`src/rtl/core/rft_pkg.sv`:
```
package rft_pkg;

	localparam int CMD_DEPTH = 4;
	localparam int CMD_PTR_W = $clog2(CMD_DEPTH);
	localparam int RES_DEPTH = 2;
	localparam int RES_PTR_W = $clog2(RES_DEPTH);

	localparam logic [7:0] CH_AT  = 8'h40;
	localparam logic [7:0] CH_SQ  = 8'h27;
	localparam logic [7:0] CH_DQ  = 8'h22;
	localparam logic [7:0] CH_BS  = 8'h5C;
	localparam logic [7:0] CH_SP  = 8'h20;
	localparam logic [7:0] CH_TAB = 8'h09;
	localparam logic [7:0] CH_LF  = 8'h0A;
	localparam logic [7:0] CH_VT  = 8'h0B;
	localparam logic [7:0] CH_FF  = 8'h0C;
	localparam logic [7:0] CH_CR  = 8'h0D;

	localparam logic [1:0] KIND_TEXT     = 2'd0;
	localparam logic [1:0] KIND_NAME     = 2'd1;
	localparam logic [1:0] KIND_NAME_END = 2'd2;

	typedef struct packed {
		logic [7:0] data_byte;
		logic       end_of_input;
	} in_t;

	typedef struct packed {
		logic [7:0] out_byte;
		logic [1:0] kind;
		logic       last;
	} out_t;

	typedef enum logic [2:0] {
		QM_UNQ = 3'b001,
		QM_SGL = 3'b010,
		QM_DBL = 3'b100
	} quote_t;

	typedef enum logic [2:0] {
		WM_BEFORE = 3'b001,
		WM_IN     = 3'b010,
		WM_AFTER  = 3'b100
	} word_t;

	typedef enum logic [1:0] {
		BODY_TEXT  = 2'd0,
		BODY_NAME  = 2'd1,
		BODY_END   = 2'd2,
		BODY_CLOSE = 2'd3
	} body_t;

	// one queued command: optional separator, optional opening quote, then the body
	typedef struct packed {
		logic       space;
		logic       open;
		body_t      body;
		logic [7:0] data;
	} cmd_t;

endpackage

```
`src/rtl/core/rft_front.sv`:
```
module rft_front
	import rft_pkg::*;
(
	input  logic clk,
	input  logic arst_n,
	input  logic push,
	input  in_t  item,
	input  logic cmd_full,
	output logic cmd_push,
	output cmd_t cmd
);

	quote_t quote_q, quote_d;
	word_t  word_q, word_d;
	logic   esc_q, esc_d;
	logic   coll_q, coll_d;

	logic       accept;
	logic [7:0] c;
	logic       do_word;
	logic       do_close;
	logic       is_space;
	logic       q_unq, q_sgl, q_dbl;

	assign accept = push && !cmd_full;
	assign c      = item.data_byte;
	assign is_space = c inside {CH_SP, CH_TAB, CH_LF, CH_VT, CH_FF, CH_CR};

	always_comb begin
		q_unq = 1'b0;
		q_sgl = 1'b0;
		q_dbl = 1'b0;
		case (quote_q)
			QM_SGL:  q_sgl = 1'b1;
			QM_DBL:  q_dbl = 1'b1;
			default: q_unq = 1'b1;
		endcase
	end

	// classify the byte
	always_comb begin
		quote_d  = quote_q;
		esc_d    = esc_q;
		do_word  = 1'b0;
		do_close = 1'b0;
		if (item.end_of_input) begin
			do_close = 1'b1;
			quote_d  = QM_UNQ;
			esc_d    = 1'b0;
		end else if (esc_q) begin
			esc_d   = 1'b0;
			do_word = 1'b1;
		end else if (c == CH_SQ) begin
			if (q_unq)
				quote_d = QM_SGL;
			else if (q_sgl)
				quote_d = QM_UNQ;
			else
				do_word = 1'b1;
		end else if (c == CH_DQ) begin
			if (q_unq)
				quote_d = QM_DBL;
			else if (q_dbl)
				quote_d = QM_UNQ;
			else
				do_word = 1'b1;
		end else if (c == CH_BS) begin
			esc_d = 1'b1;
		end else if (is_space) begin
			if (q_unq)
				do_close = 1'b1;
			else
				do_word = 1'b1;
		end else begin
			do_word = 1'b1;
		end
	end

	// turn the class into a command and the next word state
	always_comb begin
		word_d   = word_q;
		coll_d   = coll_q;
		cmd_push = 1'b0;
		cmd.space = 1'b0;
		cmd.open  = 1'b0;
		cmd.body  = BODY_TEXT;
		cmd.data  = c;
		if (do_word) begin
			if (coll_q) begin
				cmd_push = 1'b1;
				cmd.body = BODY_NAME;
			end else if (word_q != WM_IN && c == CH_AT) begin
				coll_d = 1'b1;
			end else begin
				cmd_push  = 1'b1;
				cmd.space = (word_q == WM_AFTER);
				cmd.open  = (word_q != WM_IN);
				word_d    = WM_IN;
			end
		end else if (do_close) begin
			if (coll_q) begin
				cmd_push = 1'b1;
				cmd.body = BODY_END;
				cmd.data = 8'h00;
				coll_d   = 1'b0;
			end else if (word_q == WM_IN) begin
				cmd_push = 1'b1;
				cmd.body = BODY_CLOSE;
				cmd.data = CH_SQ;
				word_d   = WM_AFTER;
			end
		end
		cmd_push = cmd_push && accept;
	end

	always_ff @(posedge clk or negedge arst_n) begin
		if (!arst_n) begin
			quote_q <= QM_UNQ;
			word_q  <= WM_BEFORE;
			esc_q   <= 1'b0;
			coll_q  <= 1'b0;
		end else if (accept) begin
			quote_q <= quote_d;
			word_q  <= word_d;
			esc_q   <= esc_d;
			coll_q  <= coll_d;
		end
	end

endmodule

```
`src/rtl/core/rft_cmd_queue.sv`:
```
module rft_cmd_queue
	import rft_pkg::*;
(
	input  logic clk,
	input  logic arst_n,
	input  logic push,
	input  cmd_t push_data,
	output logic full,
	input  logic pop,
	output cmd_t head,
	output logic empty
);

	cmd_t                 mem_q [CMD_DEPTH];
	logic [CMD_PTR_W-1:0] wr_ptr_q, rd_ptr_q;
	logic [CMD_PTR_W:0]   count_q;

	assign full  = (count_q == (CMD_PTR_W+1)'(CMD_DEPTH));
	assign empty = (count_q == '0);
	assign head  = mem_q[rd_ptr_q];

	always_ff @(posedge clk) begin
		if (push)
			mem_q[wr_ptr_q] <= push_data;
	end

	always_ff @(posedge clk or negedge arst_n) begin
		if (!arst_n) begin
			wr_ptr_q <= '0;
			rd_ptr_q <= '0;
			count_q  <= '0;
		end else begin
			if (push)
				wr_ptr_q <= wr_ptr_q + 1'b1;
			if (pop)
				rd_ptr_q <= rd_ptr_q + 1'b1;
			case ({push, pop})
				2'b10:   count_q <= count_q + 1'b1;
				2'b01:   count_q <= count_q - 1'b1;
				default: count_q <= count_q;
			endcase
		end
	end

endmodule

```
`src/rtl/core/rft_back.sv`:
```
module rft_back
	import rft_pkg::*;
(
	input  logic clk,
	input  logic arst_n,
	input  cmd_t head,
	input  logic cmd_empty,
	output logic cmd_pop,
	output out_t result,
	output logic empty,
	input  logic pop
);

	cmd_t       cur_q;
	logic       cur_valid_q;
	logic [1:0] exp_cnt_q;

	out_t       gen;
	logic       fire;
	logic       take;

	out_t                 res_q [RES_DEPTH];
	logic [RES_PTR_W-1:0] res_wr_q, res_rd_q;
	logic [RES_PTR_W:0]   res_cnt_q;
	logic                 res_full;
	logic                 res_pop;

	assign res_full = (res_cnt_q == (RES_PTR_W+1)'(RES_DEPTH));
	assign empty    = (res_cnt_q == '0);
	assign result   = res_q[res_rd_q];
	assign res_pop  = pop && !empty;

	// next result word of the current command
	always_comb begin
		gen.out_byte = CH_SQ;
		gen.kind     = KIND_TEXT;
		gen.last     = 1'b0;
		if (cur_q.space) begin
			gen.out_byte = CH_SP;
		end else if (!cur_q.open) begin
			case (cur_q.body)
				BODY_TEXT: begin
					if (cur_q.data == CH_SQ) begin
						// embedded quote expands to ' \ ' '
						gen.out_byte = (exp_cnt_q == 2'd1) ? CH_BS : CH_SQ;
						gen.last     = (exp_cnt_q == 2'd3);
					end else begin
						gen.out_byte = cur_q.data;
						gen.last     = 1'b1;
					end
				end
				BODY_NAME: begin
					gen.out_byte = cur_q.data;
					gen.kind     = KIND_NAME;
					gen.last     = 1'b1;
				end
				BODY_END: begin
					gen.out_byte = 8'h00;
					gen.kind     = KIND_NAME_END;
					gen.last     = 1'b1;
				end
				default: begin
					gen.last = 1'b1;
				end
			endcase
		end
	end

	assign fire    = cur_valid_q && !res_full;
	assign take    = !cmd_empty && (!cur_valid_q || (fire && gen.last));
	assign cmd_pop = take;

	always_ff @(posedge clk) begin
		if (take) begin
			cur_q <= head;
		end else if (fire) begin
			if (cur_q.space)
				cur_q.space <= 1'b0;
			else
				cur_q.open <= 1'b0;
		end
		if (fire)
			res_q[res_wr_q] <= gen;
	end

	always_ff @(posedge clk or negedge arst_n) begin
		if (!arst_n) begin
			cur_valid_q <= 1'b0;
			exp_cnt_q   <= '0;
			res_wr_q    <= '0;
			res_rd_q    <= '0;
			res_cnt_q   <= '0;
		end else begin
			if (take)
				cur_valid_q <= 1'b1;
			else if (fire && gen.last)
				cur_valid_q <= 1'b0;
			if (take)
				exp_cnt_q <= '0;
			else if (fire && !cur_q.space && !cur_q.open)
				exp_cnt_q <= exp_cnt_q + 1'b1;
			if (fire)
				res_wr_q <= res_wr_q + 1'b1;
			if (res_pop)
				res_rd_q <= res_rd_q + 1'b1;
			case ({fire, res_pop})
				2'b10:   res_cnt_q <= res_cnt_q + 1'b1;
				2'b01:   res_cnt_q <= res_cnt_q - 1'b1;
				default: res_cnt_q <= res_cnt_q;
			endcase
		end
	end

endmodule

```
`src/rtl/core/response_file_tokenizer_core.sv`:
```
// Response-file tokenizer. Bytes go in at up to one per cycle while full is
// low; each byte is classified at once and, if it causes any output, leaves
// one command in a four-deep queue. The back end expands each command into
// one to six result words, one per cycle while its two-word output queue has
// room, so the sustained rate is one result word per cycle, and the input sees
// full only when the command queue is full. A result reaches the ports through
// the command queue, the current-command register and the output queue. Words
// are single-quoted and space-separated, an embedded quote becomes four bytes,
// an '@' word streams its name as kind 1 bytes closed by a kind 2 marker, and
// last flags the final word caused by one input byte.
module response_file_tokenizer_core
	import rft_pkg::*;
(
	input  logic clk,
	input  logic arst_n,
	input  logic push,
	input  in_t  item,
	output logic full,
	output logic empty,
	input  logic pop,
	output out_t result
);

	logic cmd_push, cmd_full, cmd_pop, cmd_empty;
	cmd_t cmd, head;

	assign full = cmd_full;

	rft_front u_front (
		.clk      (clk),
		.arst_n   (arst_n),
		.push     (push),
		.item     (item),
		.cmd_full (cmd_full),
		.cmd_push (cmd_push),
		.cmd      (cmd)
	);

	rft_cmd_queue u_cmd_queue (
		.clk       (clk),
		.arst_n    (arst_n),
		.push      (cmd_push),
		.push_data (cmd),
		.full      (cmd_full),
		.pop       (cmd_pop),
		.head      (head),
		.empty     (cmd_empty)
	);

	rft_back u_back (
		.clk       (clk),
		.arst_n    (arst_n),
		.head      (head),
		.cmd_empty (cmd_empty),
		.cmd_pop   (cmd_pop),
		.result    (result),
		.empty     (empty),
		.pop       (pop)
	);

	a_no_push_when_full: assert property (@(posedge clk) disable iff (!arst_n)
		cmd_push |-> !cmd_full)
		else $error("command written into a full queue");

	a_no_pop_when_empty: assert property (@(posedge clk) disable iff (!arst_n)
		cmd_pop |-> !cmd_empty)
		else $error("command taken from an empty queue");

	a_kind_range: assert property (@(posedge clk) disable iff (!arst_n)
		!empty |-> (result.kind == KIND_TEXT || result.kind == KIND_NAME ||
			result.kind == KIND_NAME_END))
		else $error("result kind out of range");

	a_end_marker: assert property (@(posedge clk) disable iff (!arst_n)
		(!empty && result.kind == KIND_NAME_END) |-> (result.last && result.out_byte == 8'h00))
		else $error("include-name end marker malformed");

endmodule

```
`config.mk`:
```
export PLATFORM = sky130hd
export DESIGN_NAME = response_file_tokenizer_core
export DESIGN_NICKNAME = d
export VERILOG_FILES = /design/src/rtl/core/rft_pkg.sv /design/src/rtl/core/rft_front.sv /design/src/rtl/core/rft_cmd_queue.sv /design/src/rtl/core/rft_back.sv /design/src/rtl/core/response_file_tokenizer_core.sv
export SDC_FILE = /design/constraint.sdc
export NUM_CORES = 1
export LEC_CHECK = 0
export BUFFER_PORTS_ARGS = -buffer_cell sky130_fd_sc_hd__buf_2
export CORE_ASPECT_RATIO = 2
export CORE_UTILIZATION = 60
export DETAILED_ROUTE_END_ITERATION = 8
export GPL_TIMING_DRIVEN = 0
export PLACE_DENSITY = 0.84
export SETUP_SLACK_MARGIN = 0.15
export SLEW_MARGIN = 40
export SYNTH_ARGS = -nofsm -noshare
export SYNTH_HDL_FRONTEND = slang
export SYNTH_SLANG_ARGS = --single-unit
```
`constraint.sdc`:
```
create_clock -name clk -period 8.25 [get_ports clk]
set_input_delay 1.65 -clock clk [delete_from_list [all_inputs] [get_ports clk]]
set_output_delay 1.65 -clock clk [all_outputs]
set_load 0.02 [all_outputs]
```
==> metrics.txt <==
outcome complete, no violations; Yosys reg bits about 100; Reg power frac 0.439; Worst Skew roughly 0.009 ns; fin cells between 400 and 500; Clock Power Share 0.196; drt initial violations between 200 and 300; WP depth 13; CP Launch Point item[6]; Period minus WS final ~4.8 ns; Syn. warnings 0; CP Max Fanout 7; Pint between 1000 and 1500 µW; slowest cell on the critical path or4b_4; Peak VDD IR ~170 µV; GP Congestion slightly above 0.8; Longest Clk Path Bufs 2; switching part of the total 0.342; syn nets 356; TNS Setup 0 ns; reg-to-reg setup timing slack 4.66 ns; final wirelength between 9000 and 10000 µm; Synth Area per Inst about 14 µm²; number of synthesized flops with an enable pin between 80 and 90; grt ovf 0; ant diodes 0; Die Width approximately 65 µm; RSZ-0062 raised after global routing no; I/O Pins 26; # rows 45; die area around 8300 µm²; Final Hold Fails 0; sequential fraction of the synthesis area 0.634; combinational share of power 0.365; CTS buffer count 9; Max-cap violations 0; crit-path max cell delay 0.57 ns; Crit path required time around 8.5 ns; die height 128 µm; asr flop ratio synth 0.212; Pwr per Cell Area between 300 and 400 nW/µm²; # clock sinks ~100; core footprint between 7000 and 8000 µm²; routed length per placed instance 19.4 µm; antenna violations before repair 0; Initial Utilization 0.621; Worst setup EP type flip-flop; Post-CTS Setup Inserts 0; 1st-pass router iterations 5; Mapped Cells 334; Psw around 700 µW; via count 2910; Leak 0.00191 µW; reg-to-reg critical path startpoint u_front.quote_q[2]; worst-margin pin slew between 0.7 and 0.8 ns; critical path arrival 5.04 ns; Worst Path Buf+Inv 3; ys flop type edfxtp_1; clock-pin slew on the worst setup and hold paths roughly 0.07 ns; layout cells sized above 1 0.244; post-cts sizing count 0; area delta synth->final 11.8%; Cell Area, Synth 4760 µm²; Startpoint Class input pin; Remaining DRCs 0; first-pass GRT wire length between 10000 and 15000 µm; Fmax about 0.21 GHz; Slew headroom 0.473; dpl hpwl 6520 µm; Tcrit/Tclk final 0.579; critical register-to-register path endpoint u_cmd_queue.mem_q[3][7]; dpl cells around 460; number of global-route vias before repair 3164; Hold-fix buffers, CTS 0; TritonCTS clock tree done; largest net degree at the start of global routing 23; Distinct cells, synth 64; most used cell, CP inv_1; path depth of the worst reg2reg path 8; Worst setup endpoint u_cmd_queue.count_q[2]; CP top delay family simple AND/OR/NAND/NOR gates; post-route ant nets 0; Vias per Instance between 6 and 7; Global Route Usage Sum 0.248; Setup CP Type input pin to flip-flop; Port Buffers 23; H-tree levels 3; CP cell instances buf_2, or4b_4, or4_4, a41oi_4, inv_1, a21oi_2, nand2b_1, ha_1, inv_1, fa_1, xor2_1, nor2_1, xnor2_1; number of setup violations in the final report 0; Slew Viols, Final 0; root buf cell clkbuf_16; final-stage net count 394; worst skew pair latency 0.34 ns; hold crit path type flip-flop to flip-flop
layout make-up:
type / count / area (µm²)
Sequential cell: 104 / 3020
Fill cell: 557 / 2340
Multi-Input combinational cell: 197 / 1630
Clock buffer: 11 / 233
Timing Repair Buffer: 27 / 138
Tap cell: 94 / 118
Inverter: 19 / 71.3
Buffer: 14 / 65.1
Clock inverter: 5 / 47.5
layer usage:
layer / vias up / share of wire / wire length, µm / GRT usage
met4: 0 / 0.054 / 497 / 0.186
li1: 1340 / - / - / -
met1: 1423 / 0.32 / 2970 / 0.231
met2: 107 / 0.59 / 5400 / 0.458
met5: - / 0 / 0 / 0
met3: 40 / 0.031 / 288 / 0.0418
registers in the layout (all words and copies together), names as in the netlist, 2 cells and up:
| register | cells |
|---|---|
| u_front.quote_q | 3 |
| u_cmd_queue.count_q | 3 |
| u_back.exp_cnt_q | 2 |
| u_back.res_q | 22 |
| u_cmd_queue.wr_ptr_q | 2 |
| u_back.cur_q | 12 |
| u_back.res_cnt_q | 2 |
| u_cmd_queue.rd_ptr_q | 2 |
| u_cmd_queue.mem_q | 48 |
| u_front.word_q | 3 |
layout by cell type (no fill, tap or decap), types with 9 or more instances in the layout:
cell	Yosys	layout
nor2_1	26	24
a21oi_1	10	10
dfrtp_1	20	20
inv_1	19	19
mux2_2	12	12
nand2_1	12	12
o21ai_0	9	9
buf_2	3	29
edfxtp_1	82	82
mux4_2	12	12
clkbuf_16	0	9
xnor2_1	10	10
per-stage QoR:
| step | setup slack [ns] | util | area [µm²] | hold WS, ns | total power, µW |
|---|---|---|---|---|---|
| 2_1_floorplan | 3.63 | - | 4760 | 0.452 | 1440 |
| 3_3_place_gp | 2.67 | 0.652 | 4990 | 0.464 | 1590 |
| 3_5_place_dp | 3.17 | 0.657 | 5030 | 0.471 | 1650 |
| 4_1_cts | 3.50 | 0.694 | 5310 | 0.478 | 2060 |
| 5_1_grt | 3.28 | 0.695 | 5320 | 0.499 | 2160 |
| 6_report | 3.48 | 0.695 | 5320 | 0.476 | 2050 |
cells in the mapped netlist (all sizes together) (10+ instances only):
library cell	number	area, µm²
dfrtp	20	500
edfxtp	82	2460
a21oi	12	67.6
o21ai	12	63.8
mux2	12	135
mux4	12	270
nor2	26	97.6
inv	19	71.3
nand2	12	45.0
xnor2	10	87.6
how the worst min path moves through the flow:
stage / depth (start not counted) / slack [ns] / start / end
finish: 1 / 0.48 / u_front.word_q[0] / u_front.word_q[0]
global route: 1 / 0.50 / u_front.word_q[0] / u_front.word_q[0]
CTS: 1 / 0.48 / u_front.word_q[0] / u_front.word_q[0]
detailed placement: 1 / 0.47 / u_front.word_q[0] / u_front.word_q[0]
global placement: 1 / 0.46 / u_front.word_q[0] / u_front.word_q[0]
floorplan: 1 / 0.45 / u_front.word_q[0] / u_front.word_q[0]
worst reg2reg max path, stage by stage (launching register included):
cell,delay [ns]
dfrtp_1,0.36
buf_2,0.16
xnor2_1,0.20
o311ai_0,0.40
o211ai_1,0.21
a221oi_1,0.74
a21oi_2,0.27
nor3b_2,0.63
buf_2,0.32
kinds of logic after synthesis:
group | Yosys count | synth area share
fa+ha+maj | 9 | 0.0253
flops | 104 | 0.634
xor+xnor | 12 | 0.0221
compound gates | 57 | 0.0884
buf+inv | 33 | 0.0284
mux | 27 | 0.0915
simple gates | 92 | 0.110
power groups by stage:
stage | logic (µW) | registers (µW) | clock network (µW)
floorplan | 560 | 875 | 0
global placement | 693 | 892 | 0
detailed placement | 740 | 908 | 0
CTS | 750 | 900 | 405
global route | 824 | 916 | 425
finish | 748 | 899 | 400
(Power assumes the default switching activity.)
